[config.mk]
export PLATFORM = sky130hd
export DESIGN_NAME = rgb_matrix_scan_controller_flat
export DESIGN_NICKNAME = d
export VERILOG_FILES = /design/src/sv/rgbm_pkg.sv /design/src/sv/rgbm_if.sv /design/src/sv/rgbm_frame_mem.sv /design/src/sv/rgbm_seq.sv /design/src/sv/rgbm_out_stage.sv /design/src/sv/rgb_matrix_scan_controller.sv /design/src/flat_wrapper.sv
export SDC_FILE = /design/constraint.sdc
export NUM_CORES = 2
export LEC_CHECK = 0
export BUFFER_PORTS_ARGS = -buffer_cell sky130_fd_sc_hd__buf_2
export CAP_MARGIN = 20
export CORE_ASPECT_RATIO = 0.75
export CORE_MARGIN = 2
export CORE_UTILIZATION = 41
export CTS_CLUSTER_DIAMETER = 60
export DETAILED_ROUTE_END_ITERATION = 10
export PLACE_DENSITY = 0.62
export SYNTH_ARGS = -nofsm -noshare
export SYNTH_HDL_FRONTEND = slang
export SYNTH_SLANG_ARGS = --single-unit
[constraint.sdc]
create_clock -name clk -period 12.4 [get_ports clk]
set_clock_uncertainty 0.05 [all_clocks]
set_input_delay 0.62 -clock clk [delete_from_list [all_inputs] [get_ports clk]]
set_output_delay 0.62 -clock clk [all_outputs]
set_load 0.02 [all_outputs]
[src/sv/rgbm_pkg.sv]
// Shared types and constants for the RGB matrix scan controller.
package rgbm_pkg;

  localparam logic [2:0] OP_SET_PIXEL = 3'd0;
  localparam logic [2:0] OP_FLIP      = 3'd1;
  localparam logic [2:0] OP_FLIP_COPY = 3'd2;
  localparam logic [2:0] OP_FILL_FLIP = 3'd3;
  localparam logic [2:0] OP_ROW_TICK  = 3'd4;
  localparam logic [2:0] OP_WB_SEND   = 3'd5;

  localparam logic [1:0] CFG_WB_RED   = 2'd0;
  localparam logic [1:0] CFG_WB_GREEN = 2'd1;
  localparam logic [1:0] CFG_WB_BLUE  = 2'd2;

  localparam int SLOT_BITS   = 6;
  localparam int ADDR_BITS   = SLOT_BITS + 1;
  localparam int PIXEL_BITS  = 24;
  localparam int STORE_DEPTH = 2 ** ADDR_BITS;
  localparam int WB_BITS     = 6;

  localparam logic [3:0] ROWS_OFF = 4'd8;

  typedef logic [PIXEL_BITS-1:0] pixel_t;
  typedef logic [ADDR_BITS-1:0]  addr_t;
  typedef logic [SLOT_BITS-1:0]  slot_t;

  // Frame memory port request from the sequencer
  typedef struct packed {
    logic   wr_en;
    addr_t  wr_addr;
    pixel_t wr_data;
    logic   rd_en;
    addr_t  rd_addr;
  } mem_req_t;

  // Description of one result item travelling down the output pipeline
  typedef struct packed {
    logic       corr;
    logic       blank;
    logic       fin;
    logic [3:0] row_enable;
  } res_tag_t;

endpackage

[src/sv/rgbm_if.sv]
// Handshake channel interfaces for command items and result items.
interface rgbm_in_if;
  logic       valid;
  logic       ready;
  logic [2:0] opcode;
  logic [3:0] x_coord;
  logic [3:0] y_coord;
  logic [7:0] red;
  logic [7:0] green;
  logic [7:0] blue;

  modport source (output valid, output opcode, output x_coord, output y_coord,
                  output red, output green, output blue, input ready);
  modport sink   (input valid, input opcode, input x_coord, input y_coord,
                  input red, input green, input blue, output ready);
endinterface

interface rgbm_out_if;
  logic        valid;
  logic        ready;
  logic [23:0] shift_word;
  logic [4:0]  shift_bits;
  logic        correction_bank;
  logic [3:0]  row_enable;
  logic        latch_pulse;
  logic        last;

  modport source (output valid, output shift_word, output shift_bits,
                  output correction_bank, output row_enable, output latch_pulse,
                  output last, input ready);
  modport sink   (input valid, input shift_word, input shift_bits,
                  input correction_bank, input row_enable, input latch_pulse,
                  input last, output ready);
endinterface

[src/sv/rgbm_frame_mem.sv]
// Frame memory: two buffers of pixels, one write and one registered read port.
module rgbm_frame_mem (
  input  logic              clk,
  input  logic              rst,
  input  rgbm_pkg::mem_req_t req,
  output rgbm_pkg::pixel_t   rd_data
);
  import rgbm_pkg::*;

  pixel_t                 mem [STORE_DEPTH];
  logic [STORE_DEPTH-1:0] written;
  pixel_t                 rd_raw;
  logic                   rd_ok;

  always_ff @(posedge clk) begin
    if (req.wr_en) begin
      mem[req.wr_addr] <= req.wr_data;
    end
    if (req.rd_en) begin
      rd_raw <= mem[req.rd_addr];
    end
  end

  // Entries never written read as zero
  always_ff @(posedge clk) begin
    if (rst) begin
      written <= '0;
      rd_ok   <= 1'b0;
    end else begin
      if (req.wr_en) begin
        written[req.wr_addr] <= 1'b1;
      end
      if (req.rd_en) begin
        rd_ok <= written[req.rd_addr];
      end
    end
  end

  assign rd_data = rd_ok ? rd_raw : '0;

  a_no_same_entry: assert property (@(posedge clk) disable iff (rst)
    req.rd_en && req.wr_en |-> req.rd_addr != req.wr_addr)
    else $error("frame memory read and write hit the same entry");

endmodule

[src/sv/rgbm_seq.sv]
// Command sequencer: decodes items and drives frame memory sweeps and result issue.
module rgbm_seq #(
  parameter int SCREEN_WIDTH  = 8,
  parameter int SCREEN_HEIGHT = 8
) (
  input  logic               clk,
  input  logic               rst,
  rgbm_in_if.sink            cmd,
  input  logic               issue_ok,
  output logic               issue,
  output rgbm_pkg::res_tag_t tag,
  output rgbm_pkg::mem_req_t mem_req,
  input  rgbm_pkg::pixel_t   mem_rd_data
);
  import rgbm_pkg::*;

  localparam logic [2:0] ST_IDLE = 3'd0;
  localparam logic [2:0] ST_COPY = 3'd1;
  localparam logic [2:0] ST_FILL = 3'd2;
  localparam logic [2:0] ST_ROW  = 3'd3;
  localparam logic [2:0] ST_WB   = 3'd4;

  localparam slot_t PIX_LAST = slot_t'(SCREEN_WIDTH * SCREEN_HEIGHT - 1);
  localparam slot_t ROW_LAST = slot_t'(SCREEN_WIDTH - 1);
  localparam slot_t WB_LAST  = slot_t'(SCREEN_HEIGHT - 1);

  logic [2:0] state;
  logic       active;
  logic [2:0] row_counter;
  slot_t      cnt;
  pixel_t     fill_colour;
  logic       cp_wr_pend;
  addr_t      cp_wr_addr;

  logic   accept;
  logic   on_screen;
  slot_t  set_slot;
  slot_t  row_slot;
  pixel_t colour;
  logic   pix_last;
  logic   row_last;
  logic   wb_last;

  // Take items when idle, no copy write is pending and the output pipe has room
  assign cmd.ready = (state == ST_IDLE) && !cp_wr_pend && issue_ok;
  assign accept    = cmd.valid && cmd.ready;
  assign colour    = {cmd.blue, cmd.green, cmd.red};
  assign on_screen = (int'(cmd.x_coord) < SCREEN_WIDTH) && (int'(cmd.y_coord) < SCREEN_HEIGHT);
  assign set_slot  = slot_t'(int'(cmd.y_coord) * SCREEN_WIDTH + int'(cmd.x_coord));
  assign row_slot  = slot_t'(int'(row_counter) * SCREEN_WIDTH + int'(cnt));
  assign pix_last  = (cnt == PIX_LAST);
  assign row_last  = (cnt == ROW_LAST);
  assign wb_last   = (cnt == WB_LAST);

  assign issue = ((state == ST_ROW) || (state == ST_WB)) && issue_ok;

  always_comb begin
    tag.corr       = (state == ST_WB);
    tag.blank      = (int'(row_counter) >= SCREEN_HEIGHT);
    tag.fin        = (state == ST_ROW) ? row_last : wb_last;
    tag.row_enable = ((state == ST_ROW) && row_last) ? {1'b0, row_counter} : ROWS_OFF;
  end

  always_comb begin
    mem_req = '0;
    // read the shown buffer: row words, or the source side of a copy
    if (state == ST_COPY) begin
      mem_req.rd_en   = 1'b1;
      mem_req.rd_addr = {active, cnt};
    end else begin
      mem_req.rd_en   = issue && (state == ST_ROW);
      mem_req.rd_addr = {active, row_slot};
    end
    priority if (cp_wr_pend) begin
      mem_req.wr_en   = 1'b1;
      mem_req.wr_addr = cp_wr_addr;
      mem_req.wr_data = mem_rd_data;
    end else if (state == ST_FILL) begin
      mem_req.wr_en   = 1'b1;
      mem_req.wr_addr = {~active, cnt};
      mem_req.wr_data = fill_colour;
    end else if (accept && (cmd.opcode == OP_SET_PIXEL) && on_screen) begin
      mem_req.wr_en   = 1'b1;
      mem_req.wr_addr = {~active, set_slot};
      mem_req.wr_data = colour;
    end
  end

  // Copy write trails its read by the memory latency
  always_ff @(posedge clk) begin
    cp_wr_addr <= {~active, cnt};
    if (accept) begin
      fill_colour <= colour;
    end
  end

  always_ff @(posedge clk) begin
    if (rst) begin
      state       <= ST_IDLE;
      active      <= 1'b0;
      row_counter <= 3'd0;
      cnt         <= '0;
      cp_wr_pend  <= 1'b0;
    end else begin
      cp_wr_pend <= (state == ST_COPY);
      unique case (state)
        ST_IDLE: begin
          cnt <= '0;
          if (accept) begin
            unique case (cmd.opcode)
              OP_FLIP: begin
                active <= ~active;
              end
              OP_FLIP_COPY: begin
                active <= ~active;
                state  <= ST_COPY;
              end
              OP_FILL_FLIP: begin
                state <= ST_FILL;
              end
              OP_ROW_TICK: begin
                state <= ST_ROW;
              end
              OP_WB_SEND: begin
                state <= ST_WB;
              end
              default: begin
              end
            endcase
          end
        end
        ST_COPY: begin
          cnt <= cnt + 1'b1;
          if (pix_last) begin
            state <= ST_IDLE;
          end
        end
        ST_FILL: begin
          cnt <= cnt + 1'b1;
          if (pix_last) begin
            active <= ~active;
            state  <= ST_IDLE;
          end
        end
        ST_ROW: begin
          if (issue) begin
            cnt <= cnt + 1'b1;
            if (row_last) begin
              row_counter <= row_counter + 3'd1;
              state       <= ST_IDLE;
            end
          end
        end
        ST_WB: begin
          if (issue) begin
            cnt <= cnt + 1'b1;
            if (wb_last) begin
              state <= ST_IDLE;
            end
          end
        end
        default: begin
          state <= ST_IDLE;
        end
      endcase
    end
  end

  a_copy_into_hidden: assert property (@(posedge clk) disable iff (rst)
    cp_wr_pend |-> cp_wr_addr[ADDR_BITS-1] != active)
    else $error("copy write lands in the shown buffer");

  a_row_advance: assert property (@(posedge clk) disable iff (rst)
    (state == ST_ROW) && issue && row_last |=> row_counter == $past(row_counter) + 3'd1)
    else $error("row counter did not advance after a row tick");

endmodule

[src/sv/rgbm_out_stage.sv]
// Result pipeline: aligns memory data with its tag, formats words, holds the output register.
module rgbm_out_stage #(
  parameter int COLOR_BITS      = 8,
  parameter int CORRECTION_BITS = 6
) (
  input  logic               clk,
  input  logic               rst,
  input  logic               issue,
  input  rgbm_pkg::res_tag_t tag,
  output logic               issue_ok,
  input  rgbm_pkg::pixel_t   rd_data,
  input  logic               cfg_we,
  input  logic [1:0]         cfg_index,
  input  logic [5:0]         cfg_data,
  rgbm_out_if.source         res
);
  import rgbm_pkg::*;

  localparam int CB = COLOR_BITS;
  localparam int KB = CORRECTION_BITS;

  logic [WB_BITS-1:0] wb_red;
  logic [WB_BITS-1:0] wb_green;
  logic [WB_BITS-1:0] wb_blue;

  logic     s1_valid;
  res_tag_t s1_tag;
  logic     s1_move;
  pixel_t   px;
  pixel_t   pix_word;
  pixel_t   corr_word;

  always_ff @(posedge clk) begin
    if (rst) begin
      wb_red   <= '1;
      wb_green <= '1;
      wb_blue  <= '1;
    end else if (cfg_we) begin
      unique case (cfg_index)
        CFG_WB_RED:   wb_red   <= cfg_data;
        CFG_WB_GREEN: wb_green <= cfg_data;
        CFG_WB_BLUE:  wb_blue  <= cfg_data;
        default: begin
        end
      endcase
    end
  end

  assign s1_move  = s1_valid && (!res.valid || res.ready);
  assign issue_ok = !s1_valid || s1_move;

  assign px = s1_tag.blank ? '0 : rd_data;

  assign pix_word = ((pixel_t'(px[23:16]) >> (8 - CB)) << (2 * CB))
                  | ((pixel_t'(px[15:8])  >> (8 - CB)) << CB)
                  |  (pixel_t'(px[7:0])   >> (8 - CB));

  assign corr_word = ((pixel_t'(wb_blue)  >> (WB_BITS - KB)) << (2 * KB))
                   | ((pixel_t'(wb_green) >> (WB_BITS - KB)) << KB)
                   |  (pixel_t'(wb_red)   >> (WB_BITS - KB));

  always_ff @(posedge clk) begin
    if (rst) begin
      s1_valid  <= 1'b0;
      res.valid <= 1'b0;
    end else begin
      if (issue_ok) begin
        s1_valid <= issue;
      end
      if (s1_move) begin
        res.valid <= 1'b1;
      end else if (res.ready) begin
        res.valid <= 1'b0;
      end
    end
  end

  always_ff @(posedge clk) begin
    if (issue) begin
      s1_tag <= tag;
    end
    if (s1_move) begin
      res.shift_word      <= s1_tag.corr ? corr_word : pix_word;
      res.shift_bits      <= s1_tag.corr ? 5'(3 * KB) : 5'(3 * CB);
      res.correction_bank <= s1_tag.corr;
      res.row_enable      <= s1_tag.row_enable;
      res.latch_pulse     <= s1_tag.fin;
      res.last            <= s1_tag.fin;
    end
  end

  a_corr_rows_off: assert property (@(posedge clk) disable iff (rst)
    res.valid && res.correction_bank |-> res.row_enable == ROWS_OFF)
    else $error("correction word drives a row");

  a_s1_held: assert property (@(posedge clk) disable iff (rst)
    s1_valid && !s1_move |=> s1_valid && $stable(s1_tag))
    else $error("stalled result stage lost its item");

endmodule

[src/sv/rgb_matrix_scan_controller.sv]
// Top level of the RGB matrix scan controller.
// Set pixel and flip act on accept; a row tick sends SCREEN_WIDTH words, one word per cycle
// while the output pipe has room, and white balance sends SCREEN_HEIGHT words likewise.
// Flip-and-copy and fill hold off input while they sweep the frame memory; input also
// holds while a result stalls in the output pipe.
// Reset: synchronous; buffers read as zero via per-entry written flags, no clear sweep.
module rgb_matrix_scan_controller #(
  parameter int SCREEN_WIDTH    = 8,
  parameter int SCREEN_HEIGHT   = 8,
  parameter int COLOR_BITS      = 8,
  parameter int CORRECTION_BITS = 6
) (
  input  logic       clk,
  input  logic       rst,
  rgbm_in_if.sink    cmd,
  rgbm_out_if.source res,
  input  logic       cfg_we,
  input  logic [1:0] cfg_index,
  input  logic [5:0] cfg_data
);
  import rgbm_pkg::*;

  // Memory request from the sequencer; registered read data shared by the sequencer and output pipe
  mem_req_t mem_req;
  pixel_t   mem_rd_data;

  // Result issue handshake between sequencer and output pipe
  logic     issue;
  logic     issue_ok;
  res_tag_t tag;

  // Hold both frame buffers; read data is registered, so a pixel read issued
  // in one cycle reaches the output pipe in the next.
  rgbm_frame_mem u_mem (
    .clk     (clk),
    .rst     (rst),
    .req     (mem_req),
    .rd_data (mem_rd_data)
  );

  // Decode items, run the copy and fill sweeps, and issue row or correction
  // results one per cycle while the output pipe has room.
  rgbm_seq #(
    .SCREEN_WIDTH  (SCREEN_WIDTH),
    .SCREEN_HEIGHT (SCREEN_HEIGHT)
  ) u_seq (
    .clk         (clk),
    .rst         (rst),
    .cmd         (cmd),
    .issue_ok    (issue_ok),
    .issue       (issue),
    .tag         (tag),
    .mem_req     (mem_req),
    .mem_rd_data (mem_rd_data)
  );

  // Format words, hold the correction registers and the output register; a
  // stall on the result side backs up into the sequencer through issue_ok.
  rgbm_out_stage #(
    .COLOR_BITS      (COLOR_BITS),
    .CORRECTION_BITS (CORRECTION_BITS)
  ) u_out (
    .clk       (clk),
    .rst       (rst),
    .issue     (issue),
    .tag       (tag),
    .issue_ok  (issue_ok),
    .rd_data   (mem_rd_data),
    .cfg_we    (cfg_we),
    .cfg_index (cfg_index),
    .cfg_data  (cfg_data),
    .res       (res)
  );

  a_last_latches: assert property (@(posedge clk) disable iff (rst)
    res.valid && res.last && !res.correction_bank |-> res.row_enable != ROWS_OFF)
    else $error("last word of a row tick does not enable a row");

endmodule

[src/flat_wrapper.sv]
// flat-port wrapper written by rule: the top's interface ports become plain ports
module rgb_matrix_scan_controller_flat import rgbm_pkg::*;
#(
  parameter int SCREEN_WIDTH    = 8,
  parameter int SCREEN_HEIGHT   = 8,
  parameter int COLOR_BITS      = 8,
  parameter int CORRECTION_BITS = 6
)
  (clk, rst, cfg_we, cfg_index, cfg_data, cmd_valid, cmd_opcode, cmd_x_coord, cmd_y_coord, cmd_red, cmd_green, cmd_blue, cmd_ready, res_valid, res_shift_word, res_shift_bits, res_correction_bank, res_row_enable, res_latch_pulse, res_last, res_ready);
  rgbm_in_if cmd_i ();
  rgbm_out_if res_i ();
  input  logic clk;
  input  logic rst;
  input  logic cfg_we;
  input  logic [1:0] cfg_index;
  input  logic [5:0] cfg_data;
  input wire logic [$bits(cmd_i.valid)-1:0] cmd_valid;
  input wire logic [$bits(cmd_i.opcode)-1:0] cmd_opcode;
  input wire logic [$bits(cmd_i.x_coord)-1:0] cmd_x_coord;
  input wire logic [$bits(cmd_i.y_coord)-1:0] cmd_y_coord;
  input wire logic [$bits(cmd_i.red)-1:0] cmd_red;
  input wire logic [$bits(cmd_i.green)-1:0] cmd_green;
  input wire logic [$bits(cmd_i.blue)-1:0] cmd_blue;
  output wire logic [$bits(cmd_i.ready)-1:0] cmd_ready;
  output wire logic [$bits(res_i.valid)-1:0] res_valid;
  output wire logic [$bits(res_i.shift_word)-1:0] res_shift_word;
  output wire logic [$bits(res_i.shift_bits)-1:0] res_shift_bits;
  output wire logic [$bits(res_i.correction_bank)-1:0] res_correction_bank;
  output wire logic [$bits(res_i.row_enable)-1:0] res_row_enable;
  output wire logic [$bits(res_i.latch_pulse)-1:0] res_latch_pulse;
  output wire logic [$bits(res_i.last)-1:0] res_last;
  input wire logic [$bits(res_i.ready)-1:0] res_ready;
  assign cmd_i.valid = cmd_valid;
  assign cmd_i.opcode = cmd_opcode;
  assign cmd_i.x_coord = cmd_x_coord;
  assign cmd_i.y_coord = cmd_y_coord;
  assign cmd_i.red = cmd_red;
  assign cmd_i.green = cmd_green;
  assign cmd_i.blue = cmd_blue;
  assign cmd_ready = cmd_i.ready;
  assign res_valid = res_i.valid;
  assign res_shift_word = res_i.shift_word;
  assign res_shift_bits = res_i.shift_bits;
  assign res_correction_bank = res_i.correction_bank;
  assign res_row_enable = res_i.row_enable;
  assign res_latch_pulse = res_i.latch_pulse;
  assign res_last = res_i.last;
  assign res_i.ready = res_ready;
  rgb_matrix_scan_controller #(.SCREEN_WIDTH(SCREEN_WIDTH), .SCREEN_HEIGHT(SCREEN_HEIGHT), .COLOR_BITS(COLOR_BITS), .CORRECTION_BITS(CORRECTION_BITS)) u_core (.clk(clk), .rst(rst), .cmd(cmd_i), .res(res_i), .cfg_we(cfg_we), .cfg_index(cfg_index), .cfg_data(cfg_data));
endmodule
After elaboration in Yosys (flattened, before gate mapping)
Memories as Yosys holds them, arrays and structs flattened. A register that Yosys moved wholly into a read port is not among the register bits.
Index checks and enable logic that the tools add are counted.
{"block": "word_totals", "register_bits": 235, "latch_bits": 0, "mem_bits_rw": 3072, "mem_bits_ro": 0, "inputBits": 48, "output_inout_bits": 38, "elab_cells": 120, "memories": 1}
{"block": "op_classes", "n_addsub": 4, "n_mul": 0, "n_div": 0, "n_lt_le_gt_ge": 5, "eq_ne": 20, "shift": 0, "n_mux": 28, "n_bitwise": 6, "reduce_logical": 33}
{"memory": "u_core.u_mem.mem", "depth": 128, "width": 24, "read_ports": 1, "rd_clocked_by_memory_dff": 1, "wr": 1, "line": "rgbm_frame_mem.sv:10", "text": "pixel_t mem [STORE_DEPTH];"}
{"cell": "$or A128 B128 Y128", "count": 1}
{"cell": "$mux W32", "count": 3}
{"cell": "$mux W24", "count": 2}
{"cell": "$or A24 B16 Y24", "count": 1}
{"cell": "$or A24 B8 Y24", "count": 1}
{"cell": "$or A18 B12 Y18", "count": 1}
{"cell": "$or A18 B6 Y18", "count": 1}
{"cell": "$pmux W6 S3", "count": 1}
{"cell": "$lt A7 B8 Y1 const B", "count": 2}
{"cell": "$eq A3 B2 Y1 const B", "count": 4}
{"cell": "$mux W3", "count": 4}
{"cell": "$pmux W3 S4", "count": 1}
{"cell": "$logic_and A1 B1 Y1", "count": 11}
{"cell": "$eq A3 B3 Y1 const B", "count": 3}
{"cell": "$mux W1", "count": 9}
{"cell": "$pmux W3 S3", "count": 1}
{"cell": "$lt A4 B4 Y1 const B", "count": 2}
{"cell": "$mux W4", "count": 2}
{"cell": "$mux W8", "count": 1}
{"cell": "$reduce_and A2 Y1", "count": 4}
{"cell": "$bmux W1 S7", "count": 1}
{"cell": "$demux W1 S7", "count": 1}
{"cell": "$ge A7 B1 Y1 const B", "count": 1}
{"cell": "$add A6 B1 Y6 const B", "count": 1}
{"cell": "24 further kinds", "count": 37}

Depth between registers and ports, before layout
{"block": "logic_depth", "word_depth": 16, "ltp_mapped": 12}

By module
A second synthesis with hierarchy kept.
{"block": "unflattened", "hier_cells": 5713, "area_unflattened_um2": 127263.3}
{"module": "rgbm_frame_mem", "instances": 1, "cells_each": 5282, "area_per_inst_um2": 122302.3}
{"module": "rgbm_seq", "instances": 1, "cells_each": 279, "area_per_inst_um2": 2782.7}
{"module": "rgbm_out_stage", "instances": 1, "cells_each": 152, "area_per_inst_um2": 2178.3}

Worst setup path before layout
Ideal clock, no wire load.
{"block": "synth_path", "path_kind": "input to register", "startpoint": "input port cmd_opcode[0]", "endpoint": "memory u_core.u_mem.mem[0][10] in the netlist's numbering (data pin)", "setup_time_ps": 890, "t_arrival_ps": 5336, "setup_slack_ps": 6124, "cell_stages": 7, "cell_sequence": "buf_2 nor4_1 nand2_1 nor2_1 clkbuf_1 a221oi_1 a21oi_1"}
{"element": "start, declared", "line": "flat_wrapper.sv:18", "text": "input wire logic [$bits(cmd_i.opcode)-1:0] cmd_opcode;"}
{"element": "end, declared", "line": "rgbm_frame_mem.sv:10"}

Worst setup path in the final report
{"block": "layout_path", "startpoint": "register u_core.u_seq.cnt[3]", "endpoint": "register u_core.u_mem.rd_raw[12], read port of u_core.u_mem.mem (data pin)"}
{"block": "layout_via", "elab_chain_len": 2}
{"element": "start, declared", "line": "rgbm_seq.sv:30", "text": "slot_t cnt;"}
{"element": "start signal, assigned", "line": "rgbm_seq.sv:133", "text": "cnt <= cnt + 1'b1;"}
{"element": "start signal, assigned", "line": "rgbm_seq.sv:139", "text": "cnt <= cnt + 1'b1;"}
{"element": "start signal, assigned", "line": "rgbm_seq.sv:147", "text": "cnt <= cnt + 1'b1;"}
{"element": "$add A6 B6 Y6", "line": "rgbm_seq.sv:50", "text": "assign row_slot = slot_t'(int'(row_counter) * SCREEN_WIDTH + int'(cnt));"}
{"element": "$mux W8 *", "line": "rgbm_seq.sv:67", "text": "if (state == ST_COPY) begin"}
{"element": "end, declared", "line": "rgbm_frame_mem.sv:12", "text": "pixel_t rd_raw;"}
Mark *: on every way between the ends. The rest lies on a longest branch, timed or not.
A chain may end at the register's enable or synchronous reset.

==> metrics.sh <==
CTS.REPAIR.RESIZED=0
YOSYS-TOP-CELLS-AREA='sky130_fd_sc_hd__edfxtp_1 (74%), sky130_fd_sc_hd__mux4_2 (16%), sky130_fd_sc_hd__dfxtp_1 (2.7%), sky130_fd_sc_hd__nand2_1 (1.1%), sky130_fd_sc_hd__buf_2 (0.60%)'
STATUS='complete, no violations'
DRT_PRE_ANTENNA_ITERS=6
NUMBER_OF_BUFFER_CELLS_ADDED_ON_PRIMARY_PORTS=82
ROUTE.DETAILED.VIAS_PER_INST=6.00
DIE_HEIGHT_UM=488
DP_HPWL_MM=185
YOSYS.AREA.TOP_TYPE='sky130_fd_sc_hd__edfxtp_1'
CP_DATA_REQUIRED_TIME_NS=13.04
GR-TOTAL-OVERFLOW=0
NUM_IO_PINS=86
FMAXACHIEVABLE_MHz=188
ANTENNA_FOUND_INITIAL=18
VIAS=63900
REPORT.POWER.TOTAL_W=0.0251
POSTSYNTHREGISTERBITS=3327
CRITICAL-PATH-SLOWEST-CELL='sky130_fd_sc_hd__nand4_1'
FIRST_GLOBAL_VIAS=62800
POST_ROUTE_CELLS_DRIVE_ABOVE_1_SHARE_PCT=27.8
DIE_WIDTH_UM=649
DETAIL-ROUTE-ANTENNA-NETS=0
WORST_SKEW_PAIR.LATE_LATENCY_NS=0.86
CP.ARRIVAL_NS=5.96
YS_SEQ_AREA_SHARE_PCT=76.8
CTS_BUFFER_COUNT=303
YS.WARNINGS.COUNT=0
PLACEMENT_ROWS=177
CLK_TRANSITION_REPORTED_PATHS_NS=0.07
DRTITER0DRC=8712
SYNTH_AREA_PER_CELL_UM2=21.3
GATE_COUNT_OF_THE_MAPPED_NETLIST=6019
POST_SYNTH_EDFFS=3157
SETUP-VIOLATIONS-FINAL=0
WORST_PATH_DOMINANT_CELL_FAMILY='buffers and inverters'
HTREEDEPTH=5
YOSYS.CELL_TYPES.COUNT=89
TRITONCTS_CLOCK_TREE='built'
GRT_USAGE_PCT=21.0
REPORT.FINAL.SLEW_VIOL_COUNT=0
SYNTHARSTFLOPSHARE_PCT=0
GLOBAL_ROUTE_WIRE_LENGTH_BEFORE_REPAIR_MM=475
TIMING.SETUP.TNS_NS=0
R2R_SLACK_NS=7.08
ROUTED_WIRE_LENGTH_MM=338
PIN_COUNT_OF_THE_BIGGEST_NET_ENTERING_GLOBAL_ROUTING=120
LAYOUT_AREA_GROWTH_OVER_SYNTHESIS_PCT=13.0
POST-ROUTE-PERIOD-UTIL_PCT=42.9
FINALHOLDVIOLATIONS=0
CRITICAL_PATH.MAX_STAGE_DELAY_NS=0.67
POWER-PER-CELL-AREA_mW_PER_MM2=174
END_KIND='register'
DESIGN.DIE.AREA_MM2=0.317
PERIOD_NEEDED_NS=5.32
SETUP.WORST_PATH.CLASS='register to register'
SYNTH.CELL_AREA_MM2=0.128
CLOCK_TREE.ROOT_CELL='sky130_fd_sc_hd__clkbuf_16'
YOSYSTOPAREACELLSHARE_PCT=74.1
MAX_SLEW.WORST_PIN.SLEW_NS=1.24
DETAIL_ROUTE.DRC_VIOLATIONS=0
CRIT_PATH_START_KIND='register'
FINAL.SETUP.WORST_SLACK_NS=7.08
CLK_PATH_BUF_DEPTH=4
DRV_CAP=0
SYNTH_FF_TYPE='sky130_fd_sc_hd__edfxtp_1'
CTS_NUM_SINKS=3327
EFFECTIVE_UTILIZATION_AT_FLOORPLAN_PCT=41.2
IRDROPWORSTVDD_mV=0.123
CORE_AREA_MM2=0.310
CRITICAL_PATH.N_BUFFERS_INVERTERS=4
WORSTREGTOREGCELLS=11
POWER.LEAKAGE_nW=44.2
TIMING.CRITICAL_PATH.DEPTH=11
WORSTPATHMAXFANOUT=90
ROUTEDWLPERCELL_UM=31.7
COUNT_OF_NETS_AFTER_FINISHING=6354
CRIT_CHAIN='ha_1 -> fa_1 -> inv_1 -> o21ai_4 -> buf_12 -> buf_12 -> buf_4 -> mux2i_1 -> a32oi_1 -> nand4_1 -> nand4_1'
HOLD_PATH_DEPTH=4
DP_SLACK_NS=7.08
GRT_SETUP_UNREPAIRED='no'
GLOBALPLACE.CONGESTION=0.816
SLEW_HEADROOM_PCT=17.4
HOLD_WC_PATH_TYPE='primary input to register'
report_power, final:
| group | internal (W) | switching, W |
|---|---|---|
| clock | 0.00523 | 0.00406 |
| sequential | 0.0130 | 0.0000804 |
| combinational | 0.000965 | 0.00185 |
final timing paths:
kind / startpoint / end
worst min register to register: u_core.u_out.s1_tag[4]$_DFFE_PP_ / u_core.u_out.res.last$_DFFE_PP_
worst max register to register: u_core.u_seq.cnt[3]$_SDFFE_PP0P_ / u_core.u_mem.rd_raw[12]$_DFFE_PP_
worst max-delay path: u_core.u_seq.cnt[3]$_SDFFE_PP0P_ / u_core.u_mem.rd_raw[12]$_DFFE_PP_
worst min-delay path: res_ready / u_core.u_out.res.valid$_SDFFE_PP0P_
cell usage after synthesis, types with 8 or more instances:
cell type / instances
sky130_fd_sc_hd__nor2b_1: 13
sky130_fd_sc_hd__nand2b_1: 19
sky130_fd_sc_hd__edfxtp_1: 3157
sky130_fd_sc_hd__mux4_2: 894
sky130_fd_sc_hd__a211o_1: 19
sky130_fd_sc_hd__a31oi_1: 33
sky130_fd_sc_hd__a32oi_1: 52
sky130_fd_sc_hd__a221oi_1: 25
sky130_fd_sc_hd__nor3_1: 13
sky130_fd_sc_hd__and3_1: 16
sky130_fd_sc_hd__o22ai_1: 96
sky130_fd_sc_hd__clkbuf_1: 167
sky130_fd_sc_hd__nand3_1: 106
sky130_fd_sc_hd__buf_2: 154
sky130_fd_sc_hd__inv_1: 116
sky130_fd_sc_hd__nand2_1: 373
sky130_fd_sc_hd__nor2_1: 188
sky130_fd_sc_hd__buf_4: 17
sky130_fd_sc_hd__xor2_1: 8
sky130_fd_sc_hd__dfxtp_1: 170
sky130_fd_sc_hd__a22oi_1: 49
sky130_fd_sc_hd__buf_1: 33
sky130_fd_sc_hd__a21oi_1: 32
sky130_fd_sc_hd__nand4_1: 77
sky130_fd_sc_hd__o21ai_0: 21
sky130_fd_sc_hd__mux2i_1: 62
layout make-up:
| cell class | instances | area, µm² |
|---|---|---|
| multi-input cells | 2203 | 28400 |
| fillers | 25200 | 166000 |
| inverters | 117 | 439 |
| repair buffers | 348 | 2680 |
| diodes | 5 | 12.5 |
| clock inverters | 143 | 1400 |
| well taps | 4117 | 5150 |
| clock buffers | 391 | 8190 |
| flip-flops and latches | 3327 | 98200 |
worst reg2reg max path: stages (launching register included):
cell and delay (ns):
sky130_fd_sc_hd__dfxtp_1 0.44, sky130_fd_sc_hd__ha_1 0.26, sky130_fd_sc_hd__fa_1 0.50, sky130_fd_sc_hd__inv_1 0.10, sky130_fd_sc_hd__o21ai_4 0.19, sky130_fd_sc_hd__buf_12 0.61, sky130_fd_sc_hd__buf_12 0.67, sky130_fd_sc_hd__buf_4 0.72
sky130_fd_sc_hd__mux2i_1 0.20, sky130_fd_sc_hd__a32oi_1 0.39, sky130_fd_sc_hd__nand4_1 0.67, sky130_fd_sc_hd__nand4_1 0.36
registers in the layout, summed over array words and instances (netlist names), 3 cells and up:
register,flops
u_core.u_mem.mem,3072
u_core.u_seq.state,3
u_core.u_mem.written,128
u_core.u_out.res.row_enable,4
u_core.u_seq.cnt,6
u_core.u_out.wb_blue,6
u_core.u_seq.cp_wr_addr,7
u_core.u_seq.fill_colour,24
u_core.u_out.res.shift_word,24
u_core.u_mem.rd_raw,24
u_core.u_out.s1_tag,6
u_core.u_seq.row_counter,3
u_core.u_out.wb_red,6
u_core.u_out.wb_green,6
layer usage:
layer  up-vias  wire length, µm  GRT usage [%]
met5         -               50              0
met1     34600           141000           30.7
met4         8             8100           5.08
met2      3234           155000           32.2
li1      25600                -              -
met3       495            33500           4.60
through the flow:
stage	instance area, µm²	std cells	hold slack [ns]	utilization, %
6_report	145000	10700	0.0960	46.6
5_1_grt	145000	10600	0.108	46.6
4_1_cts	144000	10600	0.0358	46.5
3_5_place_dp	135000	10100	0.356	43.4
3_3_place_gp	135000	10100	0.356	43.4
2_1_floorplan	128000	6020	0.276	-
timing repair:
action,CTS,global route
buffers inserted,0,0
hold endpoints to repair,30,0
hold buffers,30,0
kinds of logic after synthesis:
group | Yosys count | synth area share, %
flip-flops | 3327 | 76.8
other | 2 | 0.00587
XOR/XNOR | 13 | 0.0890
buffers and inverters | 490 | 1.65
AND/OR/NAND/NOR | 851 | 3.04
adder cells (fa/ha/maj) | 6 | 0.0646
multiplexers | 960 | 16.3
AO/OA/AOI/OAI | 370 | 2.11
cells in the final DEF (no fill, tap or decap), types with 19 or more instances in the layout:
| cell type | Yosys | layout |
|---|---|---|
| sky130_fd_sc_hd__bufinv_16 | 0 | 27 |
| sky130_fd_sc_hd__nor2_2 | 1 | 99 |
| sky130_fd_sc_hd__a22oi_1 | 49 | 49 |
| sky130_fd_sc_hd__clkbuf_16 | 0 | 313 |
| sky130_fd_sc_hd__a32oi_1 | 52 | 52 |
| sky130_fd_sc_hd__o22ai_1 | 96 | 96 |
| sky130_fd_sc_hd__dlygate4sd3_1 | 0 | 30 |
| sky130_fd_sc_hd__nand3_1 | 106 | 105 |
| sky130_fd_sc_hd__mux2i_1 | 62 | 62 |
| sky130_fd_sc_hd__a211o_1 | 19 | 19 |
| sky130_fd_sc_hd__mux4_2 | 894 | 894 |
| sky130_fd_sc_hd__nor2_1 | 188 | 63 |
| sky130_fd_sc_hd__nor2_4 | 1 | 28 |
| sky130_fd_sc_hd__a31oi_1 | 33 | 33 |
| sky130_fd_sc_hd__dfxtp_1 | 170 | 166 |
| sky130_fd_sc_hd__clkbuf_1 | 167 | 72 |
| sky130_fd_sc_hd__clkinv_2 | 0 | 37 |
| sky130_fd_sc_hd__nand2_1 | 373 | 372 |
| sky130_fd_sc_hd__o21ai_0 | 21 | 21 |
| sky130_fd_sc_hd__buf_4 | 17 | 221 |
| sky130_fd_sc_hd__buf_2 | 154 | 81 |
| sky130_fd_sc_hd__nand4_1 | 77 | 77 |
| sky130_fd_sc_hd__edfxtp_1 | 3157 | 3157 |
| sky130_fd_sc_hd__inv_1 | 116 | 115 |
| sky130_fd_sc_hd__a221oi_1 | 25 | 25 |
| sky130_fd_sc_hd__a21oi_4 | 0 | 24 |
| sky130_fd_sc_hd__nand2b_1 | 19 | 19 |
| sky130_fd_sc_hd__clkinv_1 | 1 | 66 |
Power figures use the tool's default switching activity.
